--- config.mk ---
export PLATFORM = sky130hd
export DESIGN_NAME = sorted_list_engine
export DESIGN_NICKNAME = d
export VERILOG_FILES = /design/src/rtl/core/sle_pkg.sv /design/src/rtl/core/sle_dpath.sv /design/src/rtl/core/sle_ctrl.sv /design/src/rtl/core/sorted_list_engine.sv
export VERILOG_INCLUDE_DIRS = /design/src /design/src/rtl/core
export SDC_FILE = /design/constraint.sdc
export NUM_CORES = 2
export LEC_CHECK = 0
export BUFFER_PORTS_ARGS = -buffer_cell sky130_fd_sc_hd__buf_2
export CORE_ASPECT_RATIO = 0.6
export CORE_UTILIZATION = 60
export DETAILED_ROUTE_END_ITERATION = 12
export PLACE_DENSITY = 0.78
export SYNTH_ARGS = -nofsm -noshare
export SYNTH_HDL_FRONTEND = slang
export SYNTH_SLANG_ARGS = --single-unit
--- constraint.sdc ---
create_clock -name clk -period 7.25 [get_ports clk]
set_input_delay 0.3625 -clock clk [delete_from_list [all_inputs] [get_ports clk]]
set_output_delay 0.3625 -clock clk [all_outputs]
set_load 0.01 [all_outputs]
--- src/rtl/core/assert_macros.svh ---
// ----------------------------------------------------------------------------
// assert_macros.svh
// Clocked assertion helpers used by the list engine control module.
// ----------------------------------------------------------------------------
`ifndef ASSERT_MACROS_SVH
`define ASSERT_MACROS_SVH

`ifndef SYNTHESIS
`define SLE_ASSERT(lbl, clk, rst_n, prop, msg) \
  lbl: assert property (@(posedge clk) disable iff (!rst_n) (prop)) else $error(msg);
`define SLE_ASSERT_NEXT(lbl, clk, rst_n, ante, cons, msg) \
  lbl: assert property (@(posedge clk) disable iff (!rst_n) (ante) |=> (cons)) else $error(msg);
`else
`define SLE_ASSERT(lbl, clk, rst_n, prop, msg)
`define SLE_ASSERT_NEXT(lbl, clk, rst_n, ante, cons, msg)
`endif

`endif

--- src/rtl/core/sle_pkg.sv ---
// ----------------------------------------------------------------------------
// sle_pkg
// Types, sizes and opcodes of the sorted list engine.
// ----------------------------------------------------------------------------
package sle_pkg;

  localparam int CAPACITY  = 16;
  localparam int KEY_WIDTH = 32;
  localparam int KW        = (KEY_WIDTH < 32) ? KEY_WIDTH : 32;
  localparam int CNT_W     = $clog2(CAPACITY + 1);
  localparam int IDX_W     = $clog2(CAPACITY);

  localparam logic [2:0] OP_PUSH   = 3'd0;
  localparam logic [2:0] OP_INSERT = 3'd1;
  localparam logic [2:0] OP_POP    = 3'd2;
  localparam logic [2:0] OP_REMOVE = 3'd3;
  localparam logic [2:0] OP_SEARCH = 3'd4;
  localparam logic [2:0] OP_READ   = 3'd5;

  typedef struct packed {
    logic [2:0]  opcode;
    logic [31:0] key;
    logic [3:0]  position;
  } in_t;

  typedef struct packed {
    logic        ok;
    logic [31:0] data;
    logic [4:0]  count;
  } out_t;

  typedef struct packed {
    logic load;
    logic cmp;
    logic upd;
  } cmd_t;

endpackage

--- src/rtl/core/sle_dpath.sv ---
// ----------------------------------------------------------------------------
// sle_dpath
// Entry registers, parallel compares, shift network and result register.
// ----------------------------------------------------------------------------
module sle_dpath (
  input  logic          clk,
  input  logic          rst_n,
  input  sle_pkg::cmd_t cmd,
  input  sle_pkg::in_t  in_data,
  output sle_pkg::out_t out_data
);

  sle_pkg::in_t  req_r;
  sle_pkg::out_t out_r;
  logic [sle_pkg::KW-1:0]    entries_r [sle_pkg::CAPACITY];
  logic [sle_pkg::KW-1:0]    entries_nxt [sle_pkg::CAPACITY];
  logic [sle_pkg::CNT_W-1:0] count_r, count_nxt;
  logic [sle_pkg::CAPACITY-1:0] eq_r, gt_r, eq_nxt, gt_nxt;
  logic head_r, head_nxt;
  logic rd_ok_r, rd_ok_nxt;
  logic [sle_pkg::KW-1:0] rd_r;

  logic [sle_pkg::KW-1:0]    k;
  logic [sle_pkg::CNT_W-1:0] ins_at, rem_at;
  logic                      full, found, ok, do_ins, do_rem;
  logic [31:0]               data;

  assign k = req_r.key[sle_pkg::KW-1:0];

  always_comb begin
    for (int i = 0; i < sle_pkg::CAPACITY; i++) begin
      eq_nxt[i] = (sle_pkg::CNT_W'(i) < count_r) && (entries_r[i] == k);
      gt_nxt[i] = (i != 0) && (sle_pkg::CNT_W'(i) < count_r) && (entries_r[i] > k);
    end
    head_nxt  = (count_r == '0) || (k < entries_r[0]);
    rd_ok_nxt = (int'(req_r.position) < int'(count_r));
  end

  always_comb begin
    full   = (count_r == sle_pkg::CNT_W'(sle_pkg::CAPACITY));
    found  = |eq_r;
    ins_at = count_r;
    for (int i = sle_pkg::CAPACITY - 1; i > 0; i--) begin
      if (gt_r[i]) ins_at = sle_pkg::CNT_W'(i);
    end
    if (head_r || req_r.opcode == sle_pkg::OP_PUSH) ins_at = '0;
    rem_at = '0;
    for (int i = sle_pkg::CAPACITY - 1; i >= 0; i--) begin
      if (eq_r[i]) rem_at = sle_pkg::CNT_W'(i);
    end
    ok     = 1'b0;
    data   = '0;
    do_ins = 1'b0;
    do_rem = 1'b0;
    unique case (req_r.opcode)
      sle_pkg::OP_PUSH, sle_pkg::OP_INSERT: begin
        do_ins = !full;
        ok     = !full;
        data   = full ? 32'd0 : 32'(k);
      end
      sle_pkg::OP_POP: begin
        do_rem = (count_r != '0);
        ok     = (count_r != '0);
        data   = (count_r != '0) ? 32'(entries_r[0]) : 32'd0;
        rem_at = '0;
      end
      sle_pkg::OP_REMOVE: begin
        do_rem = found;
        ok     = found;
        data   = found ? 32'(k) : 32'd0;
      end
      sle_pkg::OP_SEARCH: begin
        ok   = found;
        data = found ? 32'(k) : 32'd0;
      end
      sle_pkg::OP_READ: begin
        ok   = rd_ok_r;
        data = rd_ok_r ? 32'(rd_r) : 32'd0;
      end
      default: begin
        ok = 1'b0;
      end
    endcase
  end

  always_comb begin
    count_nxt = count_r;
    for (int i = 0; i < sle_pkg::CAPACITY; i++) entries_nxt[i] = entries_r[i];
    if (do_ins) begin
      count_nxt = count_r + 1'b1;
      for (int i = 0; i < sle_pkg::CAPACITY; i++) begin
        if (sle_pkg::CNT_W'(i) == ins_at) begin
          entries_nxt[i] = k;
        end else if (sle_pkg::CNT_W'(i) > ins_at && i > 0) begin
          entries_nxt[i] = entries_r[i-1];
        end
      end
    end else if (do_rem) begin
      count_nxt = count_r - 1'b1;
      for (int i = 0; i < sle_pkg::CAPACITY - 1; i++) begin
        if (sle_pkg::CNT_W'(i) >= rem_at) entries_nxt[i] = entries_r[i+1];
      end
    end
  end

  always_ff @(posedge clk) begin
    if (!rst_n) begin
      count_r <= '0;
    end else if (cmd.upd) begin
      count_r <= count_nxt;
    end
  end

  always_ff @(posedge clk) begin
    if (cmd.load) req_r <= in_data;
    if (cmd.cmp) begin
      eq_r    <= eq_nxt;
      gt_r    <= gt_nxt;
      head_r  <= head_nxt;
      rd_ok_r <= rd_ok_nxt;
      rd_r    <= entries_r[sle_pkg::IDX_W'(req_r.position)];
    end
    if (cmd.upd) begin
      for (int i = 0; i < sle_pkg::CAPACITY; i++) entries_r[i] <= entries_nxt[i];
      out_r.ok    <= ok;
      out_r.data  <= data;
      out_r.count <= 5'(count_nxt);
    end
  end

  assign out_data = out_r;

endmodule

--- src/rtl/core/sle_ctrl.sv ---
// ----------------------------------------------------------------------------
// sle_ctrl
// Request sequencer: accept, compare, update, and result valid tracking.
// ----------------------------------------------------------------------------
`include "assert_macros.svh"

module sle_ctrl (
  input  logic          clk,
  input  logic          rst_n,
  input  logic          in_valid,
  output logic          in_stall,
  output logic          out_valid,
  input  logic          out_stall,
  output sle_pkg::cmd_t cmd
);

  localparam logic [1:0] S_IDLE = 2'd0;
  localparam logic [1:0] S_CMP  = 2'd1;
  localparam logic [1:0] S_UPD  = 2'd2;

  logic [1:0] state_r, state_nxt;
  logic       out_valid_r, out_valid_nxt;
  logic       can_fin, accept;

  assign can_fin  = !out_valid_r || !out_stall;
  assign in_stall = !((state_r == S_IDLE) || (state_r == S_UPD && can_fin));
  assign accept   = in_valid && !in_stall;

  assign cmd.load = accept;
  assign cmd.cmp  = (state_r == S_CMP);
  assign cmd.upd  = (state_r == S_UPD) && can_fin;

  always_comb begin
    state_nxt = state_r;
    unique case (state_r)
      S_IDLE:  state_nxt = accept ? S_CMP : S_IDLE;
      S_CMP:   state_nxt = S_UPD;
      S_UPD:   state_nxt = can_fin ? (accept ? S_CMP : S_IDLE) : S_UPD;
      default: state_nxt = S_IDLE;
    endcase
    out_valid_nxt = cmd.upd || (out_valid_r && out_stall);
  end

  always_ff @(posedge clk) begin
    if (!rst_n) begin
      state_r     <= S_IDLE;
      out_valid_r <= 1'b0;
    end else begin
      state_r     <= state_nxt;
      out_valid_r <= out_valid_nxt;
    end
  end

  assign out_valid = out_valid_r;

  `SLE_ASSERT_NEXT(a_cmp_then_upd, clk, rst_n, state_r == S_CMP, state_r == S_UPD, "compare not followed by update")
  `SLE_ASSERT_NEXT(a_upd_sets_valid, clk, rst_n, cmd.upd, out_valid_r, "update without result valid")
  `SLE_ASSERT(a_accept_state, clk, rst_n, !accept || state_r == S_IDLE || cmd.upd, "request taken while busy")
  `SLE_ASSERT_NEXT(a_accept_cmp, clk, rst_n, accept, state_r == S_CMP, "accepted request skipped compare")

endmodule

--- src/rtl/core/sorted_list_engine.sv ---
// ----------------------------------------------------------------------------
// sorted_list_engine
// Bounded ordered key list: push, sorted insert, pop, remove, search, read.
// ----------------------------------------------------------------------------
// Requests enter on in_valid/in_stall with in_data (opcode, key, position);
// a request is taken at a clock edge with in_valid high and in_stall low.
// Every request produces exactly one result on out_valid/out_stall with
// out_data (ok, data, count), in request order.
// A taken request is registered, then compared in the compare step (all
// entries against the key in parallel), then applied in the update step
// (priority encode and one-slot shift of the entry registers), which also
// loads the result register.
// The result register frees the request side: a new request is taken in
// the update cycle as long as the previous result has been delivered.
// If the receiver stalls, the result holds and the update of the next
// request waits, which raises in_stall until the result is taken.
// Reset (rst_n low, synchronous) empties the list and drops any pending
// result; entry contents are not cleared.
// ----------------------------------------------------------------------------
module sorted_list_engine (
  input  logic          clk,
  input  logic          rst_n,
  input  logic          in_valid,
  output logic          in_stall,
  input  sle_pkg::in_t  in_data,
  output logic          out_valid,
  input  logic          out_stall,
  output sle_pkg::out_t out_data
);

  sle_pkg::cmd_t cmd;

  sle_ctrl u_ctrl (
    .clk       (clk),
    .rst_n     (rst_n),
    .in_valid  (in_valid),
    .in_stall  (in_stall),
    .out_valid (out_valid),
    .out_stall (out_stall),
    .cmd       (cmd)
  );

  sle_dpath u_dpath (
    .clk      (clk),
    .rst_n    (rst_n),
    .cmd      (cmd),
    .in_data  (in_data),
    .out_data (out_data)
  );

endmodule

# [Word-level counts from Yosys, hierarchy flattened]
# Memories as Yosys holds them, arrays and structs flattened. A register that Yosys moved wholly into a read port is not among the register bits.
# Index checks and enable logic that the tools add are counted.
[totals] regBits=118 ramBits=512 in_bits=43 mem_count=1
[memory_table] name="u_dpath.entries_r" depth=16 width=32 rd=17 rd_clocked_by_memory_dff=1 wr=16 line="sle_dpath.sv:15" source="logic [sle_pkg::KW-1:0] entries_r [sle_pkg::CAPACITY];"
[op_classes] n_addsub=2 order_cmp=63 n_eq_ne=39 muxes=97 reduce_logical=51
[ops] cell="32-bit two-way mux" count=51
[ops] cell="480-bit two-way mux" count=2
[ops] cell="32-bit equality test" count=16
[ops] cell="32-bit > comparator" count=15
[ops] cell="32-bit one-hot mux with 4 select lines" count=1
[ops] cell="5-bit two-way mux" count=18
[ops] cell="4-bit two-way mux" count=17
[ops] cell="4-bit by 5-bit equality test with 1-bit output (first input constant)" count=8
[ops] cell="4-bit by 5-bit > comparator with 1-bit output (first input constant)" count=8
[ops] cell="4-bit by 5-bit < comparator with 1-bit output (first input constant)" count=8
[ops] cell="1-bit logical AND" count=34
[ops] cell="32-bit < comparator" count=1
[ops] cell="4-bit greater-or-equal comparator (first input constant)" count=7
[ops] cell="3-bit by 5-bit equality test with 1-bit output (first input constant)" count=4
[ops] cell="3-bit by 5-bit > comparator with 1-bit output (first input constant)" count=4
[ops] cell="3-bit by 5-bit < comparator with 1-bit output (first input constant)" count=4
[ops] cell="3-bit by 4-bit greater-or-equal comparator with 1-bit output (first input constant)" count=4
[ops] cell="16-bit OR reduction" count=1
[ops] cell="2-bit by 5-bit equality test with 1-bit output (first input constant)" count=2
[ops] cell="2-bit by 5-bit > comparator with 1-bit output (first input constant)" count=2
[ops] cell="5-bit logical NOT" count=2
[ops] cell="1-bit by 5-bit < comparator with 1-bit output (first input constant)" count=2
[ops] cell="2-bit by 5-bit < comparator with 1-bit output (first input constant)" count=2
[ops] cell="1-bit by 4-bit greater-or-equal comparator with 1-bit output (first input constant)" count=2
[ops] cell="23 further kinds" count=37

# [Logic depth before layout (Yosys ltp)]
[logic_depth] ltp_word=21 depth_mapped=11 ltp_nobuf=8

# [Hierarchy]
# Synthesis repeated with hierarchy kept, for this count alone.
[hier_totals] cells_unflattened=5122 hier_area_um2=50677.4
[modules_own_cells] mod="sle_dpath" instances=1 cells_each=5107 area_each_um2=50532.2
[modules_own_cells] mod="sle_ctrl" instances=1 cells_each=15 area_each_um2=145.1

# [Worst setup path after synthesis]
# No wires, ideal clock.
[synth_timing] path_kind="register to register" from="register u_ctrl.state_r[0]" to="memory u_dpath.entries_r[0][0] in the netlist's numbering, enable pin" setup_time_ps=480 arrival_time_ps=4742 required_time_ps=6770 path_slack_ps=2028 path_stages_with_launch=8 n_path_buf=0 cell_sequence="dfxtp_1 -> nand2b_1 -> nand2b_1 -> inv_1 -> o31ai_2 -> a41o_1 -> a21o_1 -> a311oi_1"
[synth_rtl] element="start: declaration" line="sle_ctrl.sv:21" source="logic [1:0] state_r, state_nxt;"
[synth_rtl] element="start signal: assignment" line="sle_ctrl.sv:49" source="state_r <= state_nxt;"
[synth_rtl] element="end: declaration" line="sle_dpath.sv:15"

==> flow_metrics.tcl <==
set metrics [dict create \
    num_vias 42701 \
    num_io_pins 83 \
    fill_cells 6055 \
    grt_pass1_wl_mm 264 \
    crit_family "simple AND/OR/NAND/NOR gates" \
    cts_buffers 69 \
    synth-async-reset-ratio 0 \
    cts_setup_buffers 0 \
    cp_data_arrival_time_ps 5090 \
    cellLeakagePower_nw 19.0 \
    drt-vias-per-instance 7.56 \
    p_per_area_mw_per_mm2 183 \
    initial_utilization 0.611 \
    tritoncts "yes" \
    synth_adder_area_share 0.136 \
    clkSinkCount 662 \
    synth_area_mm2 0.0477 \
    fp.coreArea_mm2 0.0781 \
    critPathCaptureType "register" \
    wl_mm 184 \
    antenna_found_initial 8 \
    clkLatencyLatePin_ps 670 \
    worst_pin_slew_ps 1470 \
    use_met1 0.644 \
    synth-simple-area-share 0.130 \
    syn_to_final_growth_pct 9.04 \
    globalRouteOverflowTotal 0 \
    hpwl_mm 133 \
    grtUsageMet2 0.534 \
    ys.flop_type "edfxtp_1" \
    gr-max-usage-layer "met1" \
    slew_viol_final 0 \
    grtUsageMet3 0.293 \
    multi_input_area_mm2 0.0264 \
    dpl_cell_area_mm2 0.0494 \
    synth_xor_area_frac 0.00147 \
    synth.area.mux_share 0.108 \
    cts_buffer_depth 3 \
    path_clk_slew_ps 60 \
    crit_path_top_delay_cell "nor4_1" \
    critPathKind "reg2reg" \
    setup-tns-final_ps 0 \
    drive_gt1_frac 0.117 \
    critPathMaxStageDelay_ps 1020 \
    cts_max_level 3 \
    nNetsFinal 5104 \
    finClkSkew_ps 26.3 \
    synth_compound_area_frac 0.170 \
    syn_nets 5117 \
    grt_pass1_vias 39388 \
    fmax_ghz 0.211 \
    fp.dieH_um 220 \
    ys_seq_area_frac 0.415 \
    ys_ff_latch 662 \
    regArea_mm2 0.0198 \
    wire_per_inst_um 32.5 \
    drtIter0Drc 7615 \
    rsz0062_at_grt "no" \
    place.gp.congestion 1.05 \
    die_area_mm2 0.0807 \
    drv_cap 1 \
    whs_ps 110 \
    required_ps 7600 \
    ir_drop_mv 0.246 \
    synth.distinct_cells 89 \
    syn_inst 4556 \
    design_area_mm2 0.0520 \
    totalPowerFinal_mw 9.53 \
    min_path_type "in2reg" \
    grt_max_degree 204 \
    firstDrtPassIters 8 \
    portBuffers 82 \
    drcViolationCount 0 \
    final_cell_mix "edfxtp_1 (654), ha_1 (518), nand2_1 (447)" \
    mostFrequentLayoutCell "edfxtp_1" \
    postRouteAntennaNets 0 \
    setup_viol 0 \
    hold_viol_final 0 \
    avgSynthCellArea_um2 10.5 \
    cp_cell_sequence "inv_1, ha_1, nor3b_2, a211o_4, nand3_1, nor4_1, nor2b_1, nor3_2, buf_4" \
    ys_warn_count 0 \
    cts_root_buffer "clkbuf_16" \
    num_rows 79 \
    cp.buffers_inverters 2 \
    synth_edf_count 654 \
    violations "capacitance limit" \
    grtUsageTotal 0.448 \
    post_cts_resized 0 \
    period_minus_slack_ps 4740 \
    synth_top_family_by_area "compound AO/OA/AOI/OAI gates" \
    period_share 0.654 \
    status "finished, violations left" \
    slew_headroom 0.00822 \
    die_w_um 366 \
    startpoint_type "register" \
    crit_fanout 62 \
]
## cell families (layout without fill, tap and decap cells)
kind of cell,after synthesis,count (layout)
muxes,309,309
AOI/OAI and AO/OA,1252,1252
other,0,3
and+or+nand+nor,1334,1334
xor gates and xnor gates,8,8
DFF,662,662
buffers and inverters,473,511
adders and majority gates,518,518
## synthesized netlist by cell type (22+ instances only)
master | count | share of area
nor2b_1 | 37 | 0.0048
o21ai_1 | 118 | 0.012
a21o_1 | 71 | 0.011
a211oi_1 | 24 | 0.0038
nor3_1 | 35 | 0.0037
a31oi_1 | 203 | 0.027
nand2b_1 | 30 | 0.0039
mux2i_1 | 117 | 0.025
nand3_1 | 276 | 0.029
nand4_1 | 121 | 0.016
edfxtp_1 | 654 | 0.41
buf_1 | 33 | 0.0026
ha_1 | 518 | 0.14
a21oi_1 | 157 | 0.016
o21ai_0 | 261 | 0.027
o211ai_1 | 204 | 0.032
mux2_1 | 28 | 0.0066
mux4_2 | 160 | 0.075
o31ai_1 | 39 | 0.0061
buf_2 | 69 | 0.0072
inv_1 | 140 | 0.011
nand2_1 | 449 | 0.035
clkbuf_1 | 214 | 0.017
a222oi_1 | 32 | 0.0067
a2111oi_0 | 22 | 0.0040
nor2_1 | 300 | 0.024
## what timing repair did
item | CTS | global route
hold endpoints to repair | 40 | 0
hold buffers | 40 | 0
setup endpoints to repair | 0 | 0
## power by group
group | internal (mW) | switching, mW | leakage [nW]
clock | 2.07 | 1.64 | 1.07
sequential | 4.30 | 0.0844 | 6.03
combinational | 0.475 | 0.957 | 11.9
## final timing paths
kind	from	end	slack, ps	cells past startpoint
max	u_dpath.count_r[1]$_SDFFE_PN0P_	u_dpath.entries_r[13][28]$_DFFE_PP_	2510	9
min	rst_n	u_ctrl.out_valid$_SDFF_PN0_	110	2
max reg2reg	u_dpath.count_r[1]$_SDFFE_PN0P_	u_dpath.entries_r[13][28]$_DFFE_PP_	2510	9
min reg2reg	u_dpath.rd_r[17]$_DFFE_PN_	u_dpath.out_data[22]$_DFFE_PP_	530	2
## sequential cells by signal (all words and copies together), names as in the netlist
register	count
u_dpath.rd_ok_r	1
u_dpath.out_data	38
u_dpath.gt_r	15
u_ctrl.out_valid	1
u_dpath.rd_r	32
u_dpath.count_r	5
u_dpath.eq_r	16
u_dpath.head_r	1
u_ctrl.state_r	2
u_dpath.entries_r	512
u_dpath.k	32
u_dpath.req_r	7
## stage by stage
| stage | cells | worst slack, ps | util |
|---|---|---|---|
| finish | 5650 | 2510 | 0.666 |
| global route | 5650 | 2350 | 0.666 |
| CTS | 5647 | 2730 | 0.666 |
| detailed placement | 5485 | 2770 | 0.633 |
| global placement | 5485 | 2890 | 0.633 |
| floorplan | 4556 | 2030 | - |
## area by class of cell
cell class	instances	area share
clock buffer	91	0.0368
antenna	3	0.000144
sequential	662	0.380
multi-input combinational	3421	0.507
inverter	143	0.0103
clock inverter	31	0.00567
tap	1053	0.0253
timing repair buffer	246	0.0347
## metal layers
| metal | vias up | part of all wire |
|---|---|---|
| li1 | 17860 | - |
| met4 | 4 | 0.026 |
| met2 | 3971 | 0.35 |
| met5 | - | 0.0014 |
| met3 | 333 | 0.24 |
| met1 | 20533 | 0.38 |
Note: power is estimated with default switching activity, not from simulation.
